==> config.mk <==
export PLATFORM = sky130hd
export DESIGN_NAME = sirs_mul
export DESIGN_NICKNAME = d
export VERILOG_FILES = /design/src/design/assert_macros.svh /design/src/design/sirs_pkg.sv /design/src/design/sirs_mul.sv
export SDC_FILE = /design/constraint.sdc
export NUM_CORES = 2
export LEC_CHECK = 0
export BUFFER_PORTS_ARGS = -buffer_cell sky130_fd_sc_hd__buf_2
export CAP_MARGIN = 0
export CORE_UTILIZATION = 25
export CTS_CLUSTER_DIAMETER = 150
export CTS_CLUSTER_SIZE = 12
export DETAILED_ROUTE_END_ITERATION = 8
export PLACE_DENSITY_LB_ADDON = 0.2
export REMOVE_ABC_BUFFERS = 1
export SLEW_MARGIN = 20
export SYNTH_ARGS = -nofsm -noshare
export SYNTH_HDL_FRONTEND = slang
export SYNTH_SLANG_ARGS = --single-unit
==> constraint.sdc <==
create_clock -name clk -period 8.6 [get_ports clk]
set_clock_uncertainty 0.1 [all_clocks]
set_input_delay 1.72 -clock clk [delete_from_list [all_inputs] [get_ports clk]]
set_output_delay 1.72 -clock clk [all_outputs]
set_load 0.05 [all_outputs]
==> src/design/assert_macros.svh <==
// Assertion macros used by the RTL of the SIRS Heun step block.
// Depends on nothing; include by bare file name inside a module body.
`ifndef ASSERT_MACROS_SVH
`define ASSERT_MACROS_SVH

// Implication in the same cycle.
`define ASSERT_IMPL(label, clk, rst_n, ante, cons, msg) \
  label: assert property (@(posedge clk) disable iff (!rst_n) (ante) |-> (cons)) \
    else $error(msg);

// Implication in the next cycle.
`define ASSERT_NEXT(label, clk, rst_n, ante, cons, msg) \
  label: assert property (@(posedge clk) disable iff (!rst_n) (ante) |=> (cons)) \
    else $error(msg);

// Invariant, checked at every edge out of reset.
`define ASSERT_ALWAYS(label, clk, rst_n, cond, msg) \
  `ASSERT_IMPL(label, clk, rst_n, 1'b1, cond, msg)

`endif

==> src/design/sirs_pkg.sv <==
// Package for the SIRS Heun step block: widths, reset values, codes and
// the request/status structs of the shared multiplier. Depends on nothing.
`default_nettype none

package sirs_pkg;

  localparam int FRAC_BITS_DEF = 47;

  localparam int RATE_W     = 32;
  localparam int STEP_W     = 40;
  localparam int RATE_SHIFT = 28;
  localparam int STEP_SHIFT = 40;
  localparam int TERM_W     = 62;
  localparam int MUL_W      = 64;
  localparam int HALF_W     = 32;
  localparam int ACC_W      = 128;
  localparam int SUM_W      = 66;
  localparam int IN_W       = 8;

  localparam int CFG_ADDR_W = 6;
  localparam int CFG_DATA_W = 64;
  localparam int CFG_IDX_LSB = 3;
  localparam int CFG_IDX_W  = CFG_ADDR_W - CFG_IDX_LSB;

  localparam logic [RATE_W-1:0] BETA_RESET  = 32'd134217728;
  localparam logic [RATE_W-1:0] GAMMA_RESET = 32'd134217728;
  localparam logic [RATE_W-1:0] OMEGA_RESET = 32'd2684355;
  localparam logic [STEP_W-1:0] STEP_RESET  = 40'd54975581;
  localparam logic [63:0]       INIT_SUSC_RESET = 64'd139330113471775;

  localparam logic [TERM_W-1:0] TERM_CAP = '1;

  typedef enum logic [2:0] {
    REG_BETA,
    REG_GAMMA,
    REG_OMEGA,
    REG_STEP,
    REG_INIT
  } cfg_idx_t;

  typedef enum logic [1:0] {
    SH_FRAC,
    SH_RATE,
    SH_STEP,
    SH_HALF
  } shift_sel_t;

  typedef struct packed {
    logic             start;
    shift_sel_t       shift;
    logic [MUL_W-1:0] a;
    logic [MUL_W-1:0] b;
  } mul_req_t;

  typedef struct packed {
    logic busy;
    logic done;
  } mul_stat_t;

  typedef enum logic [2:0] {
    ST_IDLE,
    ST_PREP,
    ST_ISSUE,
    ST_WAIT,
    ST_FINISH
  } state_t;

  // Multiplications of one tick, in issue order.
  typedef enum logic [3:0] {
    OP_SI0,
    OP_INF0,
    OP_REC0,
    OP_LOS0,
    OP_PS,
    OP_PI,
    OP_PR,
    OP_SI1,
    OP_INF1,
    OP_REC1,
    OP_LOS1,
    OP_CS,
    OP_CI,
    OP_CR
  } op_t;

endpackage

`default_nettype wire

==> src/design/sirs_mul.sv <==
// Shared 64x64 multiplier of the SIRS Heun step block: four 32x32 partial
// products accumulated over cycles, then a scaling shift with saturation.
// Depends on sirs_pkg.
`default_nettype none

module sirs_mul #(
  parameter int FRAC_BITS = sirs_pkg::FRAC_BITS_DEF
) (
  input  logic                       clk,
  input  logic                       rst_n,
  input  sirs_pkg::mul_req_t         req,
  output sirs_pkg::mul_stat_t        stat,
  output logic [sirs_pkg::MUL_W-1:0] res
);
  import sirs_pkg::*;

  localparam int         NUM_PP   = 4;
  localparam logic [2:0] LAST_CNT = 3'(NUM_PP + 1);

  logic [MUL_W-1:0]  a_r, b_r;
  shift_sel_t        shift_r;
  logic [ACC_W-1:0]  acc_r;
  logic [MUL_W-1:0]  pp_r;
  logic [1:0]        pp_idx_r;
  logic [2:0]        cnt_r;
  logic              busy_r, done_r;
  logic [MUL_W-1:0]  res_r;

  logic [HALF_W-1:0] a_half, b_half;
  logic [MUL_W-1:0]  pp;
  logic [ACC_W-1:0]  pp_aligned;
  logic [ACC_W-1:0]  scaled;
  logic [MUL_W-1:0]  res_nxt;
  logic              do_mul, do_acc;

  // Partial product order: lo*lo, lo*hi, hi*lo, hi*hi.
  assign a_half = cnt_r[1] ? a_r[MUL_W-1:HALF_W] : a_r[HALF_W-1:0];
  assign b_half = cnt_r[0] ? b_r[MUL_W-1:HALF_W] : b_r[HALF_W-1:0];
  assign pp     = a_half * b_half;

  assign do_mul = busy_r && (cnt_r < 3'(NUM_PP));
  assign do_acc = busy_r && (cnt_r != 3'd0) && (cnt_r != LAST_CNT);

  always_comb begin
    case (pp_idx_r)
      2'd0:    pp_aligned = {{(ACC_W-MUL_W){1'b0}}, pp_r};
      2'd3:    pp_aligned = {pp_r, {(ACC_W-MUL_W){1'b0}}};
      default: pp_aligned = {{(ACC_W-MUL_W-HALF_W){1'b0}}, pp_r, {HALF_W{1'b0}}};
    endcase
  end

  always_comb begin
    case (shift_r)
      SH_FRAC: scaled = acc_r >> FRAC_BITS;
      SH_RATE: scaled = acc_r >> RATE_SHIFT;
      SH_STEP: scaled = acc_r >> STEP_SHIFT;
      SH_HALF: scaled = acc_r >> (STEP_SHIFT + 1);
      default: scaled = acc_r;
    endcase
    // Saturate when the scaled product does not fit in 64 bits.
    res_nxt = (|scaled[ACC_W-1:MUL_W]) ? '1 : scaled[MUL_W-1:0];
  end

  always_ff @(posedge clk) begin
    if (!rst_n) begin
      busy_r <= 1'b0;
      done_r <= 1'b0;
      cnt_r  <= '0;
    end else begin
      done_r <= 1'b0;
      if (req.start) begin
        busy_r <= 1'b1;
        cnt_r  <= '0;
      end else if (busy_r) begin
        cnt_r <= cnt_r + 3'd1;
        if (cnt_r == LAST_CNT) begin
          busy_r <= 1'b0;
          done_r <= 1'b1;
        end
      end
    end
  end

  always_ff @(posedge clk) begin
    if (req.start) begin
      a_r     <= req.a;
      b_r     <= req.b;
      shift_r <= req.shift;
      acc_r   <= '0;
    end else begin
      if (do_mul) begin
        pp_r     <= pp;
        pp_idx_r <= cnt_r[1:0];
      end
      if (do_acc) begin
        acc_r <= acc_r + pp_aligned;
      end
      if (busy_r && cnt_r == LAST_CNT) begin
        res_r <= res_nxt;
      end
    end
  end

  assign stat.busy = busy_r;
  assign stat.done = done_r;
  assign res       = res_r;

endmodule

`default_nettype wire

==> run_results.csv <==
group,metric,value,unit
status,status,"finished, violations left",
status,failed_checks,"design-rule violations, negative setup slack",
min_path,hold_class,"register to register",
detailed_routing,avgRoutedWirePerCell,23.4,um
yosys,yosysTopAreaCell,"fa_1",
global_route,grt_pass1_vias,47900,
yosys,ys_ff_latch,393,
die,dieArea,228000,sq um
placement,numPortBuffers,198,
clock_tree,cts_tree,"built",
global_route,grt_pass1_wl,330000,um
yosys,synth_most_common_cell,"inv_1",
worst_setup_path,critPathArrivalTime,8.99,ns
timing,setup-violations-final,2,
detailed_routing,drtIter0Drc,2982,
global_route,grt-ovfl-total,0,
timing,setup_tns,-0.0470,ns
min_path,min_path_cells,2,
clock_tree,clock-sinks,393,
yosys,synth_edf_count,260,
min_path,min_to,"acc_r[6]",
flow_run,max-cap-violations,0,
clock_tree,ctsLongestPathBuffers,3,
finish,areaGrowthSynthToFinish,19.5,%
yosys,synth_top_area_share,0.317,
timing,hold_slack,0.359,ns
detailed_routing,met2_length,109000,um
yosys,syn_avg_cell_area,9.10,sq um
finish,final_util,0.301,
worst_setup_path,crit_family,"adder cells",
yosys,synth_warnings,0,
finish,finalNetCount,8126,
worst_setup_path,critPathLaunchType,"register",
die,start_util,0.252,
clock_tree,cts-root-buf,"clkbuf_16",
die,die_h,478,um
detailed_routing,drc_errors,40,
detailed_routing,wl_met1,99500,um
timing,worst_pin_slew,1.08,ns
worst_setup_path,rrSetupSlack,-0.04,ns
detailed_routing,drt_wl_total,228000,um
timing,fin_ws,-0.0376,ns
yosys,netlist_area,56600,sq um
global_route,antenna_found_initial,12,
detailed_routing,top_layer_used,"met4",
timing,slew-limit-headroom,0.271,
clock_tree,cts_buffers,42,
timing,min_period,8.64,ns
worst_setup_path,startpoint,"cnt_r[0]",
yosys,syn_inst,6218,
timing,max_freq,0.116,GHz
placement,dp_hpwl,194000,um
worst_setup_path,cp_slowest_cell,"fa_1",
worst_setup_path,worst_r2r_path_depth,32,
worst_setup_path,max_stage_delay,0.56,ns
yosys,synth_area_leaders,"fa_1 (32%), edfxtp_1 (14%), ha_1 (8.7%)",
worst_setup_path,cp_common_cell,"fa_1",
clock_tree,path_clk_slew,0.06,ns
die,ios,199,
detailed_routing,via_per_inst,4.72,
worst_setup_path,path_buf_inv,9,
worst_setup_path,path_max_fanout,7,
detailed_routing,dr.pass1.iters,7,
placement,gp_congestion,0.926,
yosys,synth_common_cells,"inv_1 (985), fa_1 (897), nand2_1 (856)",
timing,hold_violations,0,
placement,dp_cells,9583,
detailed_routing,ant_nets,0,
yosys,synth-main-ff-cell,"edfxtp_1",
worst_setup_path,required,8.95,ns
timing,rsz0062_at_grt,"true",
worst_setup_path,end_kind,"register",
yosys,synth_cell_types,86,
yosys,seq_area_frac_synth,0.185,
die,rows,174,
worst_setup_path,worst_r2r_endpoint,"pp_r[56]",
worst_setup_path,r2r_start,"cnt_r[0]",
die,fp.dieW,478,um
finish,drive_gt1_frac,0.169,
timing,slew_viol_final,0,
worst_setup_path,worstSetupPathType,"register to register",
clock_tree,ctsHtreeMaxLevel,2,
global_route,grt.total_usage,0.196,
finish,final_cells,9726,
min_path,min-delay-start,"acc_r[6]",
timing,post-route-period-util,1.00,
detailed_routing,vias,45900,
die,core_area,225000,sq um
detailed_routing,wl_met3,11000,um
yosys,async_flop_share,0,
clock_tree,ctsHoldBuffers,0,
global_route,grt_max_degree,99,
clock_tree,insertion_delay,0.72,ns
==> how the worst max path moves through the flow <==
| stage | end | slack (ns) | depth (start not counted) |
|---|---|---|---|
| finish | pp_r[56] | -0.04 | 32 |
| global route | pp_r[53] | -0.29 | 33 |
| CTS | pp_r[53] | -0.01 | 37 |
| detailed placement | pp_r[63] | -0.59 | 33 |
| global placement | pp_r[63] | -0.64 | 32 |
| floorplan | pp_r[62] | -1.92 | 27 |
==> metrics by stage <==
stage	instance area (sq um)	setup slack (ns)
6_report	67600	-0.0376
3_5_place_dp	64900	-0.593
5_1_grt	67600	-0.290
4_1_cts	66900	-0.0135
3_3_place_gp	64900	-0.644
2_1_floorplan	55400	-1.92
==> flip-flops by register name (all words and copies together) (netlist names) <==
register  count
pp_r         64
busy_r        1
res          64
cnt_r         3
done_r        1
a_r          64
pp_idx_r      2
acc_r       128
b_r          64
shift_r       2
==> area by class of cell <==
cell class,count,area [sq um]
inverters,985,3700
multi-input cells,4520,42100
flip-flops and latches,393,10500
repair buffers,759,6260
diodes,4,10.0
clock inverters,13,220
well taps,2992,3740
fillers,23800,157000
clock buffers,60,1120
==> repair_timing <==
action / 4_1_cts / 5_1_grt
pin swaps: 36 / 41
buffers inserted: 37 / 27
setup endpoints to repair: 14 / 22
gates cloned: 2 / 4
gates resized for setup: 69 / 87
==> cell usage in the layout, fill, tap and decap left out, types with 54 or more instances in the layout <==
cell type	netlist	layout
a21o_1	116	116
a21oi_1	321	309
and2_1	70	70
buf_12	0	69
buf_2	15	197
buf_4	2	466
dfxtp_1	133	131
edfxtp_1	260	260
fa_1	897	879
ha_1	395	386
inv_1	985	972
mux2_2	66	54
mux4_2	64	64
nand2_1	856	852
nand4_1	78	78
nor2_1	745	732
o21ai_0	176	171
xnor2_1	117	114
xor2_1	63	61
==> cells by family (layout without fill, tap and decap cells) <==
group | after synthesis | after routing | synth area share
simple gates | 1948 | 1948 | 0.144
other cells | 0 | 4 | 0
xor+xnor | 180 | 180 | 0.0279
flops | 393 | 393 | 0.185
mux | 196 | 196 | 0.0503
compound gates | 904 | 904 | 0.101
fa+ha+maj | 1292 | 1292 | 0.405
buf+inv | 1305 | 1817 | 0.0871
==> worst register-to-register path, delay by kind of cell, from the launching register on <==
kind            cells  cell delay (ns)
xor+xnor            1             0.12
compound gates      8             1.34
flops               1             0.43
fa+ha+maj           9             4.48
mux                 1             0.38
simple gates        4             0.75
buf+inv             9             0.79
==> layer usage <==
layer	up-vias	track usage
met1	23400	0.260
li1	21000	-
met5	-	0
met3	269	0.0222
met4	0	0.0629
met2	1284	0.333
Power is left out: the tool's default activity adds up to more than one toggle a clock period on the data nets, which glitch-free logic cannot reach.
