===== config.mk =====
export PLATFORM = sky130hd
export DESIGN_NAME = sirs_cfg
export DESIGN_NICKNAME = d
export VERILOG_FILES = /design/src/design/assert_macros.svh /design/src/design/sirs_pkg.sv /design/src/design/sirs_cfg.sv
export SDC_FILE = /design/constraint.sdc
export NUM_CORES = 1
export LEC_CHECK = 0
export ABC_AREA = 1
export BUFFER_PORTS_ARGS = -buffer_cell sky130_fd_sc_hd__buf_2
export CAP_MARGIN = 20
export CORE_MARGIN = 2
export CORE_UTILIZATION = 54
export DETAILED_ROUTE_END_ITERATION = 8
export PLACE_DENSITY = 0.94
export SLEW_MARGIN = 10
export SYNTH_ARGS = -nofsm -noshare
export SYNTH_HDL_FRONTEND = slang
export SYNTH_SLANG_ARGS = --single-unit

===== constraint.sdc =====
create_clock -name clk -period 3.9 [get_ports clk]
set_input_delay 0.78 -clock clk [delete_from_list [all_inputs] [get_ports clk]]
set_output_delay 0.78 -clock clk [all_outputs]
set_load 0.05 [all_outputs]

===== src/design/assert_macros.svh =====
// Assertion macros used by the RTL of the SIRS Heun step block.
// Depends on nothing; include by bare file name inside a module body.
`ifndef ASSERT_MACROS_SVH
`define ASSERT_MACROS_SVH

// Implication in the same cycle.
`define ASSERT_IMPL(label, clk, rst_n, ante, cons, msg) \
  label: assert property (@(posedge clk) disable iff (!rst_n) (ante) |-> (cons)) \
    else $error(msg);

// Implication in the next cycle.
`define ASSERT_NEXT(label, clk, rst_n, ante, cons, msg) \
  label: assert property (@(posedge clk) disable iff (!rst_n) (ante) |=> (cons)) \
    else $error(msg);

// Invariant, checked at every edge out of reset.
`define ASSERT_ALWAYS(label, clk, rst_n, cond, msg) \
  `ASSERT_IMPL(label, clk, rst_n, 1'b1, cond, msg)

`endif


===== src/design/sirs_pkg.sv =====
// Package for the SIRS Heun step block: widths, reset values, codes and
// the request/status structs of the shared multiplier. Depends on nothing.
`default_nettype none

package sirs_pkg;

  localparam int FRAC_BITS_DEF = 47;

  localparam int RATE_W     = 32;
  localparam int STEP_W     = 40;
  localparam int RATE_SHIFT = 28;
  localparam int STEP_SHIFT = 40;
  localparam int TERM_W     = 62;
  localparam int MUL_W      = 64;
  localparam int HALF_W     = 32;
  localparam int ACC_W      = 128;
  localparam int SUM_W      = 66;
  localparam int IN_W       = 8;

  localparam int CFG_ADDR_W = 6;
  localparam int CFG_DATA_W = 64;
  localparam int CFG_IDX_LSB = 3;
  localparam int CFG_IDX_W  = CFG_ADDR_W - CFG_IDX_LSB;

  localparam logic [RATE_W-1:0] BETA_RESET  = 32'd134217728;
  localparam logic [RATE_W-1:0] GAMMA_RESET = 32'd134217728;
  localparam logic [RATE_W-1:0] OMEGA_RESET = 32'd2684355;
  localparam logic [STEP_W-1:0] STEP_RESET  = 40'd54975581;
  localparam logic [63:0]       INIT_SUSC_RESET = 64'd139330113471775;

  localparam logic [TERM_W-1:0] TERM_CAP = '1;

  typedef enum logic [2:0] {
    REG_BETA,
    REG_GAMMA,
    REG_OMEGA,
    REG_STEP,
    REG_INIT
  } cfg_idx_t;

  typedef enum logic [1:0] {
    SH_FRAC,
    SH_RATE,
    SH_STEP,
    SH_HALF
  } shift_sel_t;

  typedef struct packed {
    logic             start;
    shift_sel_t       shift;
    logic [MUL_W-1:0] a;
    logic [MUL_W-1:0] b;
  } mul_req_t;

  typedef struct packed {
    logic busy;
    logic done;
  } mul_stat_t;

  typedef enum logic [2:0] {
    ST_IDLE,
    ST_PREP,
    ST_ISSUE,
    ST_WAIT,
    ST_FINISH
  } state_t;

  // Multiplications of one tick, in issue order.
  typedef enum logic [3:0] {
    OP_SI0,
    OP_INF0,
    OP_REC0,
    OP_LOS0,
    OP_PS,
    OP_PI,
    OP_PR,
    OP_SI1,
    OP_INF1,
    OP_REC1,
    OP_LOS1,
    OP_CS,
    OP_CI,
    OP_CR
  } op_t;

endpackage

`default_nettype wire


===== src/design/sirs_cfg.sv =====
// APB-style register file of the SIRS Heun step block: rates, step size
// and starting susceptible fraction. Depends on sirs_pkg.
`default_nettype none

module sirs_cfg #(
  parameter int FRAC_BITS = sirs_pkg::FRAC_BITS_DEF
) (
  input  logic                             clk,
  input  logic                             rst_n,
  input  logic                             psel,
  input  logic                             penable,
  input  logic                             pwrite,
  input  logic [sirs_pkg::CFG_ADDR_W-1:0]  paddr,
  input  logic [sirs_pkg::CFG_DATA_W-1:0]  pwdata,
  output logic [sirs_pkg::CFG_DATA_W-1:0]  prdata,
  output logic                             pready,
  output logic [sirs_pkg::RATE_W-1:0]      beta,
  output logic [sirs_pkg::RATE_W-1:0]      gamma,
  output logic [sirs_pkg::RATE_W-1:0]      omega,
  output logic [sirs_pkg::STEP_W-1:0]      step,
  output logic [FRAC_BITS:0]               init_susc
);
  import sirs_pkg::*;

  localparam int W = FRAC_BITS + 1;

  logic [RATE_W-1:0]    beta_r, gamma_r, omega_r;
  logic [STEP_W-1:0]    step_r;
  logic [W-1:0]         init_r;
  logic [CFG_IDX_W-1:0] idx;
  logic                 wr;

  assign idx    = paddr[CFG_ADDR_W-1:CFG_IDX_LSB];
  assign wr     = psel && penable && pwrite;
  assign pready = 1'b1;

  always_ff @(posedge clk) begin
    if (!rst_n) begin
      beta_r  <= BETA_RESET;
      gamma_r <= GAMMA_RESET;
      omega_r <= OMEGA_RESET;
      step_r  <= STEP_RESET;
      init_r  <= INIT_SUSC_RESET[W-1:0];
    end else if (wr) begin
      case (idx)
        REG_BETA:  beta_r  <= pwdata[RATE_W-1:0];
        REG_GAMMA: gamma_r <= pwdata[RATE_W-1:0];
        REG_OMEGA: omega_r <= pwdata[RATE_W-1:0];
        REG_STEP:  step_r  <= pwdata[STEP_W-1:0];
        REG_INIT:  init_r  <= pwdata[W-1:0];
        default: ;
      endcase
    end
  end

  always_comb begin
    case (idx)
      REG_BETA:  prdata = CFG_DATA_W'(beta_r);
      REG_GAMMA: prdata = CFG_DATA_W'(gamma_r);
      REG_OMEGA: prdata = CFG_DATA_W'(omega_r);
      REG_STEP:  prdata = CFG_DATA_W'(step_r);
      REG_INIT:  prdata = CFG_DATA_W'(init_r);
      default:   prdata = '0;
    endcase
  end

  assign beta      = beta_r;
  assign gamma     = gamma_r;
  assign omega     = omega_r;
  assign step      = step_r;
  assign init_susc = init_r;

endmodule

`default_nettype wire


==> results of run 1 <==
[state kept, by name (all words and copies together) (netlist names)]
name       flops
beta          32
gamma         32
init_susc     48
omega         32
step          40
[report_power, final]
| part | leakage [nW] | total (mW) | switching, mW | internal, mW |
|---|---|---|---|---|
| Clock | 0.263 | 1.66 | 0.749 | 0.915 |
| Combinational | 3.99 | 0.612 | 0.483 | 0.128 |
| Sequential | 1.49 | 1.92 | 0.0198 | 1.90 |
| Total | 5.74 | 4.20 | 1.25 | 2.95 |
[routing by layer]
layer	vias up	wire (um)	GRT usage, %
met3	132	3190	7.07
li1	4792	-	-
met2	667	15600	60.7
met5	-	0	0
met1	4654	11300	41.4
met4	0	2020	22.0
[critical path: stages]
cell     delay, ns
buf_2         0.24
inv_2         0.48
nand2_1       0.17
nor2_4        0.15
buf_12        0.26
nand2_1       0.09
nand2_1       0.10
buf_2         0.28
[final cells by class]
type                       count  area (um2)
fill                        1380        5140
antenna                        1        2.50
clock inverter                10        96.3
sequential                   184        3680
tap                          216         270
timing repair buffer         312        1700
clock buffer                  22         464
inverter                      56         211
multi-input combinational   1039        4370
[how the worst min path moves through the flow]
stage	end	slack, ns	cells past startpoint
floorplan	omega[0]	0.70	2
global placement	step[4]	0.46	2
detailed placement	init_susc[44]	0.46	2
CTS	init_susc[44]	0.48	2
global route	init_susc[16]	0.50	2
finish	init_susc[35]	0.48	2
[synth_stat cells, drive strengths merged]
| master | instances |
|---|---|
| conb | 2 |
| buf | 89 |
| dfxtp | 184 |
| inv | 56 |
| clkbuf | 31 |
| nor2 | 307 |
| o21ai | 2 |
| nand2 | 423 |
| nand3 | 258 |
| nand4 | 32 |
[logic make-up (layout without fill, tap and decap cells)]
group | count (synthesis) | count (layout) | share of synthesized area, %
DFF | 184 | 184 | 41.6
other | 2 | 18 | 0.0847
and+or+nand+nor | 1020 | 1020 | 48.3
AOI/OAI and AO/OA | 2 | 2 | 0.113
buffers and inverters | 176 | 400 | 9.92
[stage by stage]
stage	hold slack, ns	instances	utilization (%)	area (um2)
finish	0.478	1840	67.7	10800
global route	0.503	1839	67.7	10800
CTS	0.478	1838	67.6	10800
detailed placement	0.461	1806	64.0	10200
global placement	0.458	1806	64.0	10200
floorplan	0.697	1399	-	8920
==> results_dict.tcl, run 1 <==
set metrics [dict create \
    worst_slack_ns 0.520 \
    drc 0 \
    cp_data_required_time_ns 3.12 \
    final-hold-violation-count 0 \
    num_rows 46 \
    syn2layout_area_growth_pct 21.8 \
    synth_top_area_share_pct 41.6 \
    cts_buffer_depth 2 \
    post_cts_buffers 0 \
    grt_antenna_before_repair 1 \
    ys_ff_latch 184 \
    cap_violations 0 \
    numCtsBuffers 17 \
    ys_top_cells_by_area "dfxtp_1, nand2_1, nand3_1" \
    ys_seq_area_share_pct 41.6 \
    dp_slack_ns 0.576 \
    grt_max_degree 89 \
    slew_violations 0 \
    max-vdd-ir-drop_mv 0.305 \
    total_leakage_power_nw 5.74 \
    layout_commonest_cell "nand2_1" \
    clkTransAtPathRegs_ns 0.07 \
    final_nets 1685 \
    start_util_pct 55.6 \
    critical_path.startpoint "paddr[5]" \
    end_kind "output pin" \
    htreeDepth 4 \
    rr_endpoint "beta[12]" \
    dp_hpwl_um 22100 \
    synthCells 1384 \
    syn_area_per_cell_um2 6.41 \
    crit_type "input port to output pin" \
    first_iter_violations 1191 \
    dieArea_um2 17500 \
    gp_congestion 0.910 \
    cp_max_fo 53 \
    grt_pass1_wl_um 49400 \
    finalSetupViolCount 0 \
    fmax_ghz 0.296 \
    pin_count 324 \
    first_global_vias 9068 \
    ys_types 18 \
    final_cell_mix "nand2_1, nor2_1, buf_2" \
    synth_top_area_cell "dfxtp_1" \
    vias 10245 \
    wl_per_cell_um 17.4 \
    crit_path_start_kind "input port" \
    hp-class "flop to flop" \
    port_buffers 287 \
    cts_root_buffer "clkbuf_16" \
    ff2ff_setup_slack_ns 3.22 \
    cts_hold_buf 0 \
    tightest_slew_ns 0.940 \
    cts_resized 0 \
    ys_warn_count 0 \
    rsz0062_at_grt "false" \
    relSlewSlack_pct 37.3 \
    status "finished, final reports clean" \
    clkSinkCount 184 \
    dr.pass1.iters 5 \
    die_h_um 132 \
    drive_gt1_share_pct 22.1 \
    worstReg2RegStart "beta[12]" \
    reg2regPathDepth 2 \
    p_per_area_nw_per_um2 389 \
    finClkSkew_ns 0 \
    cp-endpoint "prdata[4]" \
    core_area_um2 15900 \
    crit_arrival_ns 2.60 \
    synth_area_um2 8860 \
    tns_ns 0 \
    die_x_um 132 \
    min_period_over_period_pct 86.7 \
    grt.overflow.total 0 \
    p_total_mw 4.20 \
    fin_crit_ns 3.38 \
    grt_use_total_pct 35.7 \
    wirelength_um 32100 \
    clock_insertion_delay_worst_skew_ns 0.43 \
    ant_nets 0 \
    hold_start "init_susc[35]" \
    tritoncts "yes" \
    viasPerCell 5.57 \
]
Note: power is estimated with default switching activity, not from simulation.
==> run 2: changes to the inputs <==
- PLACE_DENSITY: 0.94 -> 0.86
==> run 2 against run 1 <==
Effect of this change:
- final cell count unchanged
- critical path depth did not move
- worst hold slack improved by 0.0049 ns
- largest power group unchanged
==> results_dict.tcl, run 2 (synthesis gave the netlist of run 1 again) <==
set metrics [dict create \
    status "finished, final reports clean" \
    dieArea_um2 17500 \
    cts_buffer_depth 2 \
    crit_arrival_ns 2.47 \
    cts_resized 0 \
    sequentialPowerShare_pct 44.4 \
    diodes 0 \
    clkTransAtPathRegs_ns 0.07 \
    drc 0 \
    cp_max_fo 17 \
    hold_end "omega[7]" \
    slew_violations 0 \
    whs_path_depth 2 \
    htreeDepth 4 \
    crit_path_start_kind "input port" \
    finalSetupViolCount 0 \
    grt_antenna_before_repair 0 \
    clkSinkCount 184 \
    p_switching_mw 1.26 \
    end_kind "output pin" \
    tritoncts "yes" \
    clockPowerShare_pct 41.5 \
    die_h_um 132 \
    grt_use_total_pct 35.6 \
    fmax_ghz 0.308 \
    relSlewSlack_pct 35.5 \
    p_int_mw 3.07 \
    first_iter_violations 1013 \
    hold_start "omega[7]" \
    core_area_um2 15900 \
    viasPerCell 5.47 \
    fin_crit_ns 3.25 \
    final_nets 1686 \
    rr_endpoint "init_susc[11]" \
    crit_type "input port to output pin" \
    vias 10056 \
    numCtsBuffers 17 \
    final_cell_mix "nand2_1, nor2_1, buf_2" \
    start_util_pct 55.6 \
    ff2ff_setup_slack_ns 3.24 \
    min_period_over_period_pct 83.3 \
    cap_violations 0 \
    port_buffers 287 \
    syn2layout_area_growth_pct 22.5 \
    tns_ns 0 \
    wl_per_cell_um 17.3 \
    largest_reg_flops 48 \
    dp_hpwl_um 22000 \
    layout_commonest_cell "nand2_1" \
    post_cts_buffers 0 \
    drive_gt1_share_pct 22.2 \
    num_rows 46 \
    p_per_area_nw_per_um2 399 \
    grt.overflow.total 0 \
    rsz0062_at_grt "false" \
    cp_data_required_time_ns 3.12 \
    worstReg2RegStart "init_susc[11]" \
    pwr-share-comb_pct 14.1 \
    dp_slack_ns 0.691 \
    cts_hold_buf 0 \
    max-vdd-ir-drop_mv 0.303 \
    clock_insertion_delay_worst_skew_ns 0.43 \
    die_x_um 132 \
    cts_root_buffer "clkbuf_16" \
    first_global_vias 8984 \
    dr.pass1.iters 8 \
    gp_congestion 0.932 \
    total_leakage_power_nw 5.77 \
    reg2regPathDepth 2 \
    ant_nets 0 \
    grt_pass1_wl_um 49300 \
    switching_share_pct 29.0 \
    wirelength_um 31900 \
    grt_max_degree 88 \
    pin_count 324 \
    finClkSkew_ns 0 \
    tightest_slew_ns 0.968 \
    worst_slack_ns 0.649 \
    hp-class "flop to flop" \
    final-hold-violation-count 0 \
]
## run 2: cell count changes in the layout (fill, tap and decap cells not counted), sizes merged
cell / before / now
diode: 1 / 0
bufinv: 1 / 3
inv: 56 / 55
clkbuf: 22 / 21
buf: 312 / 313
## run 2: power groups by stage
stage	combinational, mW	sequential (mW)	clock (mW)
after global placement	0.595	1.96	0
after floorplan	0.360	2.05	0
after global routing	0.647	1.92	1.88
final	0.611	1.92	1.80
after detailed placement	0.600	1.96	0
after CTS	0.602	1.92	1.79
## run 2: layout make-up
type,count,area [um2]
Fill cell,1394,5090
Timing Repair Buffer,313,1710
Inverter,56,211
Clock buffer,21,460
Multi-Input combinational cell,1039,4370
Tap cell,216,270
Sequential cell,184,3680
Clock inverter,11,148
## run 2: worst max-delay path by stage
stage                   from          to  slack [ns]
floorplan           paddr[5]  prdata[16]        1.17
global placement    paddr[5]  prdata[36]        0.73
detailed placement  paddr[5]  prdata[34]        0.69
CTS                 paddr[5]  prdata[34]        0.69
global route        paddr[5]  prdata[37]        0.53
finish              paddr[5]  prdata[34]        0.65
## run 2: metal layers
layer  GRT usage (%)  up-vias  share of wire (%)
li1                -     4779                  -
met1            42.6     4595                 37
met2            58.9      584                 48
met3            6.92       98                9.2
met4            21.9        0                6.1
met5               0        -                  0
## run 2: metrics by stage
stage	area [um2]	util [%]	cells	hold WS [ns]	total power [mW]
final	10900	68.1	1840	0.483	4.33
after global routing	10900	68.1	1840	0.503	4.45
after CTS	10900	68.1	1840	0.486	4.32
after detailed placement	10200	64.3	1808	0.469	2.57
after global placement	10200	64.3	1808	0.457	2.56
after floorplan	8920	-	1399	0.697	2.41
## run 2: worst max-delay path, stage by stage
cell     delay [ns]
buf_2          0.23
inv_2          0.33
buf_4          0.31
nand3_2        0.14
inv_1          0.25
nand2_1        0.08
nand2_1        0.07
buf_2          0.26
